$ cat src/rtl/core/hfd_pkg.sv
// Package for the halfband decimate-by-two FIR: sizes, request codes,
// sequencer states and the MAC control word.
// No dependencies.
package hfd_pkg;

    localparam int SAMPLE_BITS = 16;
    localparam int COEF_BITS   = 18;
    localparam int MAX_TAPS    = 64;

    localparam int ADDR_W  = $clog2(MAX_TAPS);
    localparam int LEN_W   = 6;
    localparam int LW      = ((LEN_W > ADDR_W) ? LEN_W : ADDR_W) + 1;
    localparam int CNT_W   = ADDR_W + 1;
    localparam int HIST_W  = 2 * SAMPLE_BITS;
    localparam int PROD_W  = SAMPLE_BITS + COEF_BITS;
    localparam int ACC_W   = PROD_W + ADDR_W;

    localparam int LEN_MIN = 3;
    localparam logic [LEN_W-1:0] LEN_RESET = LEN_W'(11);

    localparam logic REQ_SAMPLE = 1'b0;
    localparam logic REQ_COEF   = 1'b1;

    typedef enum logic [1:0] {
        ST_IDLE,
        ST_RUN,
        ST_DRAIN,
        ST_HOLD
    } state_t;

    typedef struct packed {
        logic valid;
        logic first;
        logic last;
        logic hvalid;
    } mac_ctrl_t;

endpackage

$ cat src/rtl/core/hfd_ram.sv
// Generic single-port-write, single-port-read RAM with registered read.
// No dependencies.
module hfd_ram #(
    parameter int WIDTH = 18,
    parameter int DEPTH = 64
) (
    input  logic                     clk,
    input  logic                     we,
    input  logic [$clog2(DEPTH)-1:0] waddr,
    input  logic [WIDTH-1:0]         wdata,
    input  logic [$clog2(DEPTH)-1:0] raddr,
    output logic [WIDTH-1:0]         rdata
);

    logic [WIDTH-1:0] mem [DEPTH];

    always_ff @(posedge clk)
    begin
        if (we)
        begin
            mem[waddr] <= wdata;
        end
        rdata <= mem[raddr];
    end

endmodule

$ cat src/rtl/core/hfd_mac.sv
// Complex multiply-accumulate datapath with round-half-up and saturation.
// Depends on hfd_pkg.
module hfd_mac (
    input  logic                                clk,
    input  logic                                rst_n,
    input  hfd_pkg::mac_ctrl_t                  ctrl,
    input  logic [hfd_pkg::COEF_BITS-1:0]       coef,
    input  logic [hfd_pkg::HIST_W-1:0]          hist,
    output logic                                done,
    output logic [hfd_pkg::SAMPLE_BITS-1:0]     res_i,
    output logic [hfd_pkg::SAMPLE_BITS-1:0]     res_q
);

    localparam int AW = hfd_pkg::ACC_W + 1;
    localparam logic signed [AW-1:0] RND    = AW'(2 ** (hfd_pkg::COEF_BITS - 2));
    localparam logic signed [AW-1:0] SAT_HI = AW'(2 ** (hfd_pkg::SAMPLE_BITS - 1) - 1);
    localparam logic signed [AW-1:0] SAT_LO = -SAT_HI - AW'(1);

    hfd_pkg::mac_ctrl_t                       ctrl_a_reg;
    logic signed [hfd_pkg::PROD_W-1:0]        prod_i_reg;
    logic signed [hfd_pkg::PROD_W-1:0]        prod_q_reg;
    logic signed [hfd_pkg::ACC_W-1:0]         acc_i_reg;
    logic signed [hfd_pkg::ACC_W-1:0]         acc_q_reg;
    logic                                     last_b_reg;
    logic                                     done_reg;
    logic [hfd_pkg::SAMPLE_BITS-1:0]          res_i_reg;
    logic [hfd_pkg::SAMPLE_BITS-1:0]          res_q_reg;

    function automatic logic [hfd_pkg::SAMPLE_BITS-1:0] round_sat(
        input logic signed [hfd_pkg::ACC_W-1:0] acc
    );
        logic signed [AW-1:0] v;
        logic signed [AW-1:0] q;
        v = AW'(acc) + RND;
        q = v >>> (hfd_pkg::COEF_BITS - 1);
        if (q > SAT_HI)
        begin
            q = SAT_HI;
        end
        else if (q < SAT_LO)
        begin
            q = SAT_LO;
        end
        return q[hfd_pkg::SAMPLE_BITS-1:0];
    endfunction

    always_ff @(posedge clk or negedge rst_n)
    begin
        if (!rst_n)
        begin
            ctrl_a_reg <= '0;
            last_b_reg <= 1'b0;
            done_reg   <= 1'b0;
        end
        else
        begin
            ctrl_a_reg <= ctrl;
            last_b_reg <= ctrl_a_reg.valid & ctrl_a_reg.last;
            done_reg   <= last_b_reg;
        end
    end

    always_ff @(posedge clk)
    begin
        if (ctrl.valid)
        begin
            if (ctrl.hvalid)
            begin
                prod_i_reg <= $signed(coef) * $signed(hist[hfd_pkg::SAMPLE_BITS-1:0]);
                prod_q_reg <= $signed(coef) *
                              $signed(hist[hfd_pkg::HIST_W-1:hfd_pkg::SAMPLE_BITS]);
            end
            else
            begin
                prod_i_reg <= '0;
                prod_q_reg <= '0;
            end
        end
        if (ctrl_a_reg.valid)
        begin
            if (ctrl_a_reg.first)
            begin
                acc_i_reg <= hfd_pkg::ACC_W'(prod_i_reg);
                acc_q_reg <= hfd_pkg::ACC_W'(prod_q_reg);
            end
            else
            begin
                acc_i_reg <= acc_i_reg + hfd_pkg::ACC_W'(prod_i_reg);
                acc_q_reg <= acc_q_reg + hfd_pkg::ACC_W'(prod_q_reg);
            end
        end
        if (last_b_reg)
        begin
            res_i_reg <= round_sat(acc_i_reg);
            res_q_reg <= round_sat(acc_q_reg);
        end
    end

    assign done  = done_reg;
    assign res_i = res_i_reg;
    assign res_q = res_q_reg;

endmodule

$ cat src/rtl/core/halfband_fir_decimate_by_two_top.sv
// Flow: the shared MAC walks (len+1)/2 + 1 taps per emitting sample; no further word is accepted
// until its result moves to the output register, which waits while the last output word is held;
// other words leave the input ready.
// Reset: history reads as zero (fill count), next sample emits, length 11, coefs unset.
// Top level: sequencer, history and coefficient RAMs, output register.
// Depends on hfd_pkg, hfd_ram, hfd_mac.
module halfband_fir_decimate_by_two_top (
    input  logic        clk,
    input  logic        rst_n,
    input  logic        s_tvalid,
    output logic        s_tready,
    // coef_index[5:0], coef_value[23:6], sample_i[39:24], sample_q[55:40]
    input  logic [55:0] s_tdata,
    // req_type[0]
    input  logic [0:0]  s_tuser,
    output logic        m_tvalid,
    input  logic        m_tready,
    // out_i[15:0], out_q[31:16]
    output logic [31:0] m_tdata,
    input  logic        cfg_we,
    input  logic [5:0]  cfg_wdata
);

    localparam int AW = hfd_pkg::ADDR_W;
    localparam int LW = hfd_pkg::LW;
    localparam int CW = hfd_pkg::CNT_W;
    localparam int SB = hfd_pkg::SAMPLE_BITS;
    localparam int CB = hfd_pkg::COEF_BITS;

    hfd_pkg::state_t            state_reg, state_next;
    logic [hfd_pkg::LEN_W-1:0]  flen_reg;
    logic [LW-1:0]              len_reg, len_next;
    logic [LW-1:0]              k_reg, k_next;
    logic [AW-1:0]              wp_reg, wp_next;
    logic [CW-1:0]              cnt_reg, cnt_next;
    logic                       phase_reg, phase_next;
    logic                       out_valid_reg, out_valid_next;
    logic [31:0]                out_data_reg;
    hfd_pkg::mac_ctrl_t         rd_ctrl_reg, rd_ctrl_next;

    logic                       accept;
    logic                       is_coef;
    logic [LW-1:0]              len_raw, len_eff;
    logic [LW-1:0]              n_even, tap, dly;
    logic                       hist_we;
    logic [AW-1:0]              hist_raddr;
    logic [hfd_pkg::HIST_W-1:0] hist_rdata;
    logic [CB-1:0]              coef_rdata;
    logic                       mac_done;
    logic [SB-1:0]              res_i, res_q;
    logic                       load_out;

    assign accept  = s_tvalid & s_tready;
    assign is_coef = (s_tuser[0] == hfd_pkg::REQ_COEF);
    assign hist_we = accept & (s_tuser[0] == hfd_pkg::REQ_SAMPLE);

    always_comb
    begin
        len_raw = LW'(flen_reg);
        if (len_raw < LW'(hfd_pkg::LEN_MIN))
        begin
            len_eff = LW'(hfd_pkg::LEN_MIN);
        end
        else if (len_raw > LW'(hfd_pkg::MAX_TAPS))
        begin
            len_eff = LW'(hfd_pkg::MAX_TAPS);
        end
        else
        begin
            len_eff = len_raw;
        end
    end

    // even taps first, centre tap last
    always_comb
    begin
        n_even = (len_reg + LW'(1)) >> 1;
        if (k_reg < n_even)
        begin
            tap = k_reg << 1;
        end
        else
        begin
            tap = (len_reg - LW'(1)) >> 1;
        end
        dly        = len_reg - LW'(1) - tap;
        hist_raddr = wp_reg - dly[AW-1:0];
    end

    always_comb
    begin
        state_next     = state_reg;
        len_next       = len_reg;
        k_next         = k_reg;
        wp_next        = wp_reg;
        cnt_next       = cnt_reg;
        phase_next     = phase_reg;
        out_valid_next = out_valid_reg;
        rd_ctrl_next   = '0;
        load_out       = 1'b0;
        s_tready       = 1'b0;

        if (out_valid_reg && m_tready)
        begin
            out_valid_next = 1'b0;
        end

        case (state_reg)
            hfd_pkg::ST_IDLE:
            begin
                s_tready = 1'b1;
                if (hist_we)
                begin
                    wp_next    = wp_reg + AW'(1);
                    phase_next = ~phase_reg;
                    if (cnt_reg != CW'(hfd_pkg::MAX_TAPS))
                    begin
                        cnt_next = cnt_reg + CW'(1);
                    end
                    if (!phase_reg)
                    begin
                        len_next   = len_eff;
                        k_next     = '0;
                        state_next = hfd_pkg::ST_RUN;
                    end
                end
            end
            hfd_pkg::ST_RUN:
            begin
                rd_ctrl_next.valid  = 1'b1;
                rd_ctrl_next.first  = (k_reg == '0);
                rd_ctrl_next.last   = (k_reg == n_even);
                rd_ctrl_next.hvalid = (dly < LW'(cnt_reg));
                k_next              = k_reg + LW'(1);
                if (k_reg == n_even)
                begin
                    state_next = hfd_pkg::ST_DRAIN;
                end
            end
            hfd_pkg::ST_DRAIN:
            begin
                if (mac_done)
                begin
                    state_next = hfd_pkg::ST_HOLD;
                end
            end
            hfd_pkg::ST_HOLD:
            begin
                if (!out_valid_reg || m_tready)
                begin
                    load_out       = 1'b1;
                    out_valid_next = 1'b1;
                    state_next     = hfd_pkg::ST_IDLE;
                end
            end
            default:
            begin
                state_next = hfd_pkg::ST_IDLE;
            end
        endcase
    end

    always_ff @(posedge clk or negedge rst_n)
    begin
        if (!rst_n)
        begin
            state_reg     <= hfd_pkg::ST_IDLE;
            flen_reg      <= hfd_pkg::LEN_RESET;
            len_reg       <= '0;
            k_reg         <= '0;
            wp_reg        <= '0;
            cnt_reg       <= '0;
            phase_reg     <= 1'b0;
            out_valid_reg <= 1'b0;
            rd_ctrl_reg   <= '0;
        end
        else
        begin
            state_reg     <= state_next;
            len_reg       <= len_next;
            k_reg         <= k_next;
            wp_reg        <= wp_next;
            cnt_reg       <= cnt_next;
            phase_reg     <= phase_next;
            out_valid_reg <= out_valid_next;
            rd_ctrl_reg   <= rd_ctrl_next;
            if (cfg_we)
            begin
                flen_reg <= cfg_wdata;
            end
        end
    end

    always_ff @(posedge clk)
    begin
        if (load_out)
        begin
            out_data_reg <= {res_q, res_i};
        end
    end

    hfd_ram #(
        .WIDTH (hfd_pkg::HIST_W),
        .DEPTH (hfd_pkg::MAX_TAPS)
    ) u_hist_ram (
        .clk   (clk),
        .we    (hist_we),
        .waddr (wp_reg + AW'(1)),
        .wdata (s_tdata[55:24]),
        .raddr (hist_raddr),
        .rdata (hist_rdata)
    );

    hfd_ram #(
        .WIDTH (CB),
        .DEPTH (hfd_pkg::MAX_TAPS)
    ) u_coef_ram (
        .clk   (clk),
        .we    (accept & is_coef),
        .waddr (s_tdata[AW-1:0]),
        .wdata (s_tdata[23:6]),
        .raddr (tap[AW-1:0]),
        .rdata (coef_rdata)
    );

    hfd_mac u_mac (
        .clk   (clk),
        .rst_n (rst_n),
        .ctrl  (rd_ctrl_reg),
        .coef  (coef_rdata),
        .hist  (hist_rdata),
        .done  (mac_done),
        .res_i (res_i),
        .res_q (res_q)
    );

    assign m_tvalid = out_valid_reg;
    assign m_tdata  = out_data_reg;

endmodule

$ cat config.mk
export PLATFORM = sky130hd
export DESIGN_NAME = halfband_fir_decimate_by_two_top
export DESIGN_NICKNAME = d
export VERILOG_FILES = /design/src/rtl/core/hfd_pkg.sv /design/src/rtl/core/hfd_ram.sv /design/src/rtl/core/hfd_mac.sv /design/src/rtl/core/halfband_fir_decimate_by_two_top.sv
export SDC_FILE = /design/constraint.sdc
export NUM_CORES = 2
export LEC_CHECK = 0
export ABC_AREA = 0
export BUFFER_PORTS_ARGS = -buffer_cell sky130_fd_sc_hd__buf_4
export CELL_PAD_IN_SITES_DETAIL_PLACEMENT = 1
export CELL_PAD_IN_SITES_GLOBAL_PLACEMENT = 1
export CORE_MARGIN = 10
export CORE_UTILIZATION = 59
export DETAILED_ROUTE_END_ITERATION = 10
export PLACE_DENSITY_LB_ADDON = 0.1
export SETUP_SLACK_MARGIN = 0.2
export SYNTH_ARGS = -nofsm -noshare
export SYNTH_HDL_FRONTEND = slang
export SYNTH_SLANG_ARGS = --single-unit
$ cat constraint.sdc
create_clock -name clk -period 16.4 [get_ports clk]
set_input_delay 3.28 -clock clk [delete_from_list [all_inputs] [get_ports clk]]
set_output_delay 3.28 -clock clk [all_outputs]
set_load 0.05 [all_outputs]
==> metrics.md <==
| Metric | Value |
|---|---|
| Deepest clock path buffer count | `4` |
| Synth cell types | `just under 90` |
| DRC Markers | `0` |
| Critical Path AT | `9.00 ns` |
| Max reg flops | `between 2k and 2.5k` |
| Post-synthesis net count | `10.9k` |
| Clock latency on the worst-skew pair | `around 0.96 ns` |
| Die Area | `~300000 um2` |
| Crit start category | `flip-flop` |
| Register area share after synthesis | `between 60% and 70%` |
| Max Clock Skew | `between 0.09 and 0.1 ns` |
| H-Tree Depth | `5` |
| Antenna viol nets, final | `0` |
| Pre-antenna DRT Iters | `5` |
| CTS hold repair buffers | `0` |
| First-pass GRT wire length | `between 600000 and 700000 um` |
| Commonest non-fill, non-tap cell in the layout | `edfxtp_1` |
| RR Endpoint | `u_hist_ram.rdata[3]` |
| Num CTS Buffers | `352` |
| Asr flop ratio synth | `1.28%` |
| Final period utilization | `49.9%` |
| Clk sinks | `3507` |
| Die X | `approximately 540 um` |
| Critical path class | `flip-flop to flip-flop` |
| Clock slew at reported path FFs | `around 0.060 ns` |
| GPL Wtd Cong | `around 0.85` |
| Initial antenna violation count | `14` |
| Hold Path End | `u_mac.ctrl_a_reg[1]` |
| Count of final setup violators | `0` |
| Clk root buf | `clkbuf_16` |
| Syn avg cell area | `approximately 16 um2` |
| Critical path required time | `about 17 ns` |
| FMAX | `roughly 120 MHz` |
| Final Max Slew Viols | `0` |
| Register bit total from synthesis | `about 3.5k` |
| Tmin final | `roughly 8 ns` |
| # rows | `between 150 and 200` |
| Number of global-route vias before repair | `101k` |
| Vias per cell | `6.74` |
| Core Footprint | `around 270000 um2` |
| Critical R2R Launch | `len_reg[1]` |
| Slew HR | `under 10%` |
| Top Registers | `u_hist_ram.mem (2048), u_coef_ram.mem (1152)` |
| HP Start | `rd_ctrl_reg[1]` |
| CTS tree | `done` |
| Ports | `~100` |
| Post-Syn Area | `around 160000 um2` |
| DRT iter0 DRCs | `around 12k` |
| Routed vias | `roughly 94k` |
| Area grow syn2layout | `10.5%` |
| # Max-Cap Violations | `1` |
| Warnings from Yosys | `0` |
| Least-Margin Pin Slew | `roughly 1.4 ns` |
| Crit end category | `flip-flop` |
| Hold crit path type | `flip-flop to flip-flop` |
| Starting Density | `roughly 59%` |
| Failing checks | `capacitance limit` |
| Layout cells sized above 1 | `about 18%` |
| Max FO, Critical Path | `89` |
| Fin nets | `between 10k and 15k` |
| Synth Instances | `9919` |
| Number of flops mapped to enable cells by yosys | `around 3.4k` |
| Final wirelength | `about 480000 um` |
| Final Hold Vio Count | `0` |
| Vert. Die Dim | `between 500 and 600 um` |
| Routed WL per cell | `roughly 34 um` |
| Worst Reg-to-Reg Cells | `20` |
| Post-DP HPWL | `approximately 270000 um` |
| Hold path cells | `0` |
| Reg with most FFs | `u_hist_ram.mem` |
| Gr usage total | `between 30 and 40%` |
| Fin Setup TNS | `0 ns` |
| Worst R2R Setup Slack | `8.21 ns` |
| Most used cells in the layout excluding fill and tap cells | `3412 x edfxtp_1, 745 x nand2_1, 691 x inv_1, 640 x mux4_2, 583 x fa_1` |
| Top_reg_cell synth | `edfxtp_1` |
| Status | `finished, violations left` |
| Largest net degree at the start of global routing | `165` |
| Port Buf Inserts | `101` |
| GRT Residual Overflow | `0` |
| # Post-CTS Setup Buffers | `0` |
| Unrepaired setup endpoints after global routing | `false` |
| Post_cts resized | `0` |
==> cell usage after synthesis (all sizes together) (26+ instances only) <==
master | number | area share [%]
nor3 | 34 | 0.11
and3 | 186 | 0.72
nand3 | 60 | 0.19
a21o | 71 | 0.33
nand2b | 42 | 0.16
mux4 | 640 | 8.9
nor2 | 295 | 0.69
dfxtp | 50 | 0.62
and2 | 299 | 1.2
a21oi | 130 | 0.40
mux2i | 109 | 0.67
ha | 285 | 2.2
inv | 693 | 1.6
dfrtp | 42 | 0.65
a31oi | 167 | 0.64
nand2 | 746 | 1.7
nor2b | 26 | 0.10
fa | 584 | 7.2
mux2 | 302 | 2.1
buf | 148 | 0.47
clkbuf | 383 | 0.89
xor2 | 86 | 0.46
o311ai | 74 | 0.40
edfxtp | 3412 | 63
o21ai | 469 | 1.5
xnor2 | 103 | 0.56
nand4 | 40 | 0.15
a211oi | 167 | 0.78
o221ai | 72 | 0.39
==> final cells by class <==
class,instances,area (um2)
clock buffers,446,9320
multi-input cells,5187,53300
inverters,694,2620
clock inverters,189,2020
well taps,3589,4490
flip-flops and latches,3507,105000
diodes,11,27.5
fillers,23500,94600
repair buffers,349,2710
==> critical path: stages (launching register included) <==
cell	delay [ns]
dfrtp_1	0.44
ha_1	0.23
and3_1	0.22
xnor2_1	0.15
ha_1	0.19
a21o_1	0.21
a211oi_2	0.44
a21o_4	0.70
and2_4	0.51
inv_8	0.26
ha_1	0.47
xor2_1	0.26
inv_1	0.10
ha_1	0.35
xnor2_2	0.20
buf_4	0.49
buf_12	0.63
buf_4	0.80
mux4_2	0.62
mux2i_1	0.33
mux2i_1	0.12
==> stage by stage <==
stage	cells	area, um2	util (%)	hold slack [ns]	setup WS, ns
final	14000	179000	65.4	0.365	8.21
after global routing	14000	179000	65.4	0.366	7.75
after CTS	14000	179000	65.4	0.366	8.19
after detailed placement	13300	168000	61.3	0.352	8.30
after global placement	13300	168000	61.3	0.342	8.51
after floorplan	9919	162000	-	0.331	10.13
==> cells by family after synthesis <==
group / after synthesis / share of synthesized area (%)
buf+inv: 1225 / 2.97
compound gates: 1285 / 5.09
mux: 1051 / 11.7
xor+xnor: 189 / 1.03
flops: 3507 / 64.5
fa+ha+maj: 869 / 9.41
simple gates: 1793 / 5.29
==> worst max path at each step <==
stage                             start              endpoint  slack (ns)  depth (start not counted)
floorplan           u_hist_ram.rdata[7]  u_mac.prod_i_reg[33]       10.13                         24
global placement             len_reg[0]   u_hist_ram.rdata[3]        8.51                         20
detailed placement           len_reg[0]  u_hist_ram.rdata[13]        8.30                         20
CTS                          len_reg[1]   u_hist_ram.rdata[3]        8.19                         20
global route                 len_reg[0]   u_hist_ram.rdata[3]        7.75                         20
finish                       len_reg[1]   u_hist_ram.rdata[3]        8.21                         20
==> routing by layer <==
| metal | part of all wire, % | wire length [um] | GRT usage, % | vias up |
|---|---|---|---|---|
| met5 | 0.015 | 70 | 0 | - |
| met4 | 5.0 | 23900 | 13.6 | 10 |
| met3 | 9.1 | 43300 | 5.20 | 1168 |
| met2 | 49 | 233000 | 53.0 | 5365 |
| met1 | 37 | 177000 | 43.1 | 49700 |
| li1 | - | - | - | 37900 |
Power is left out: the tool's default activity adds up to more than one toggle a clock period on the data nets, which glitch-free logic cannot reach.
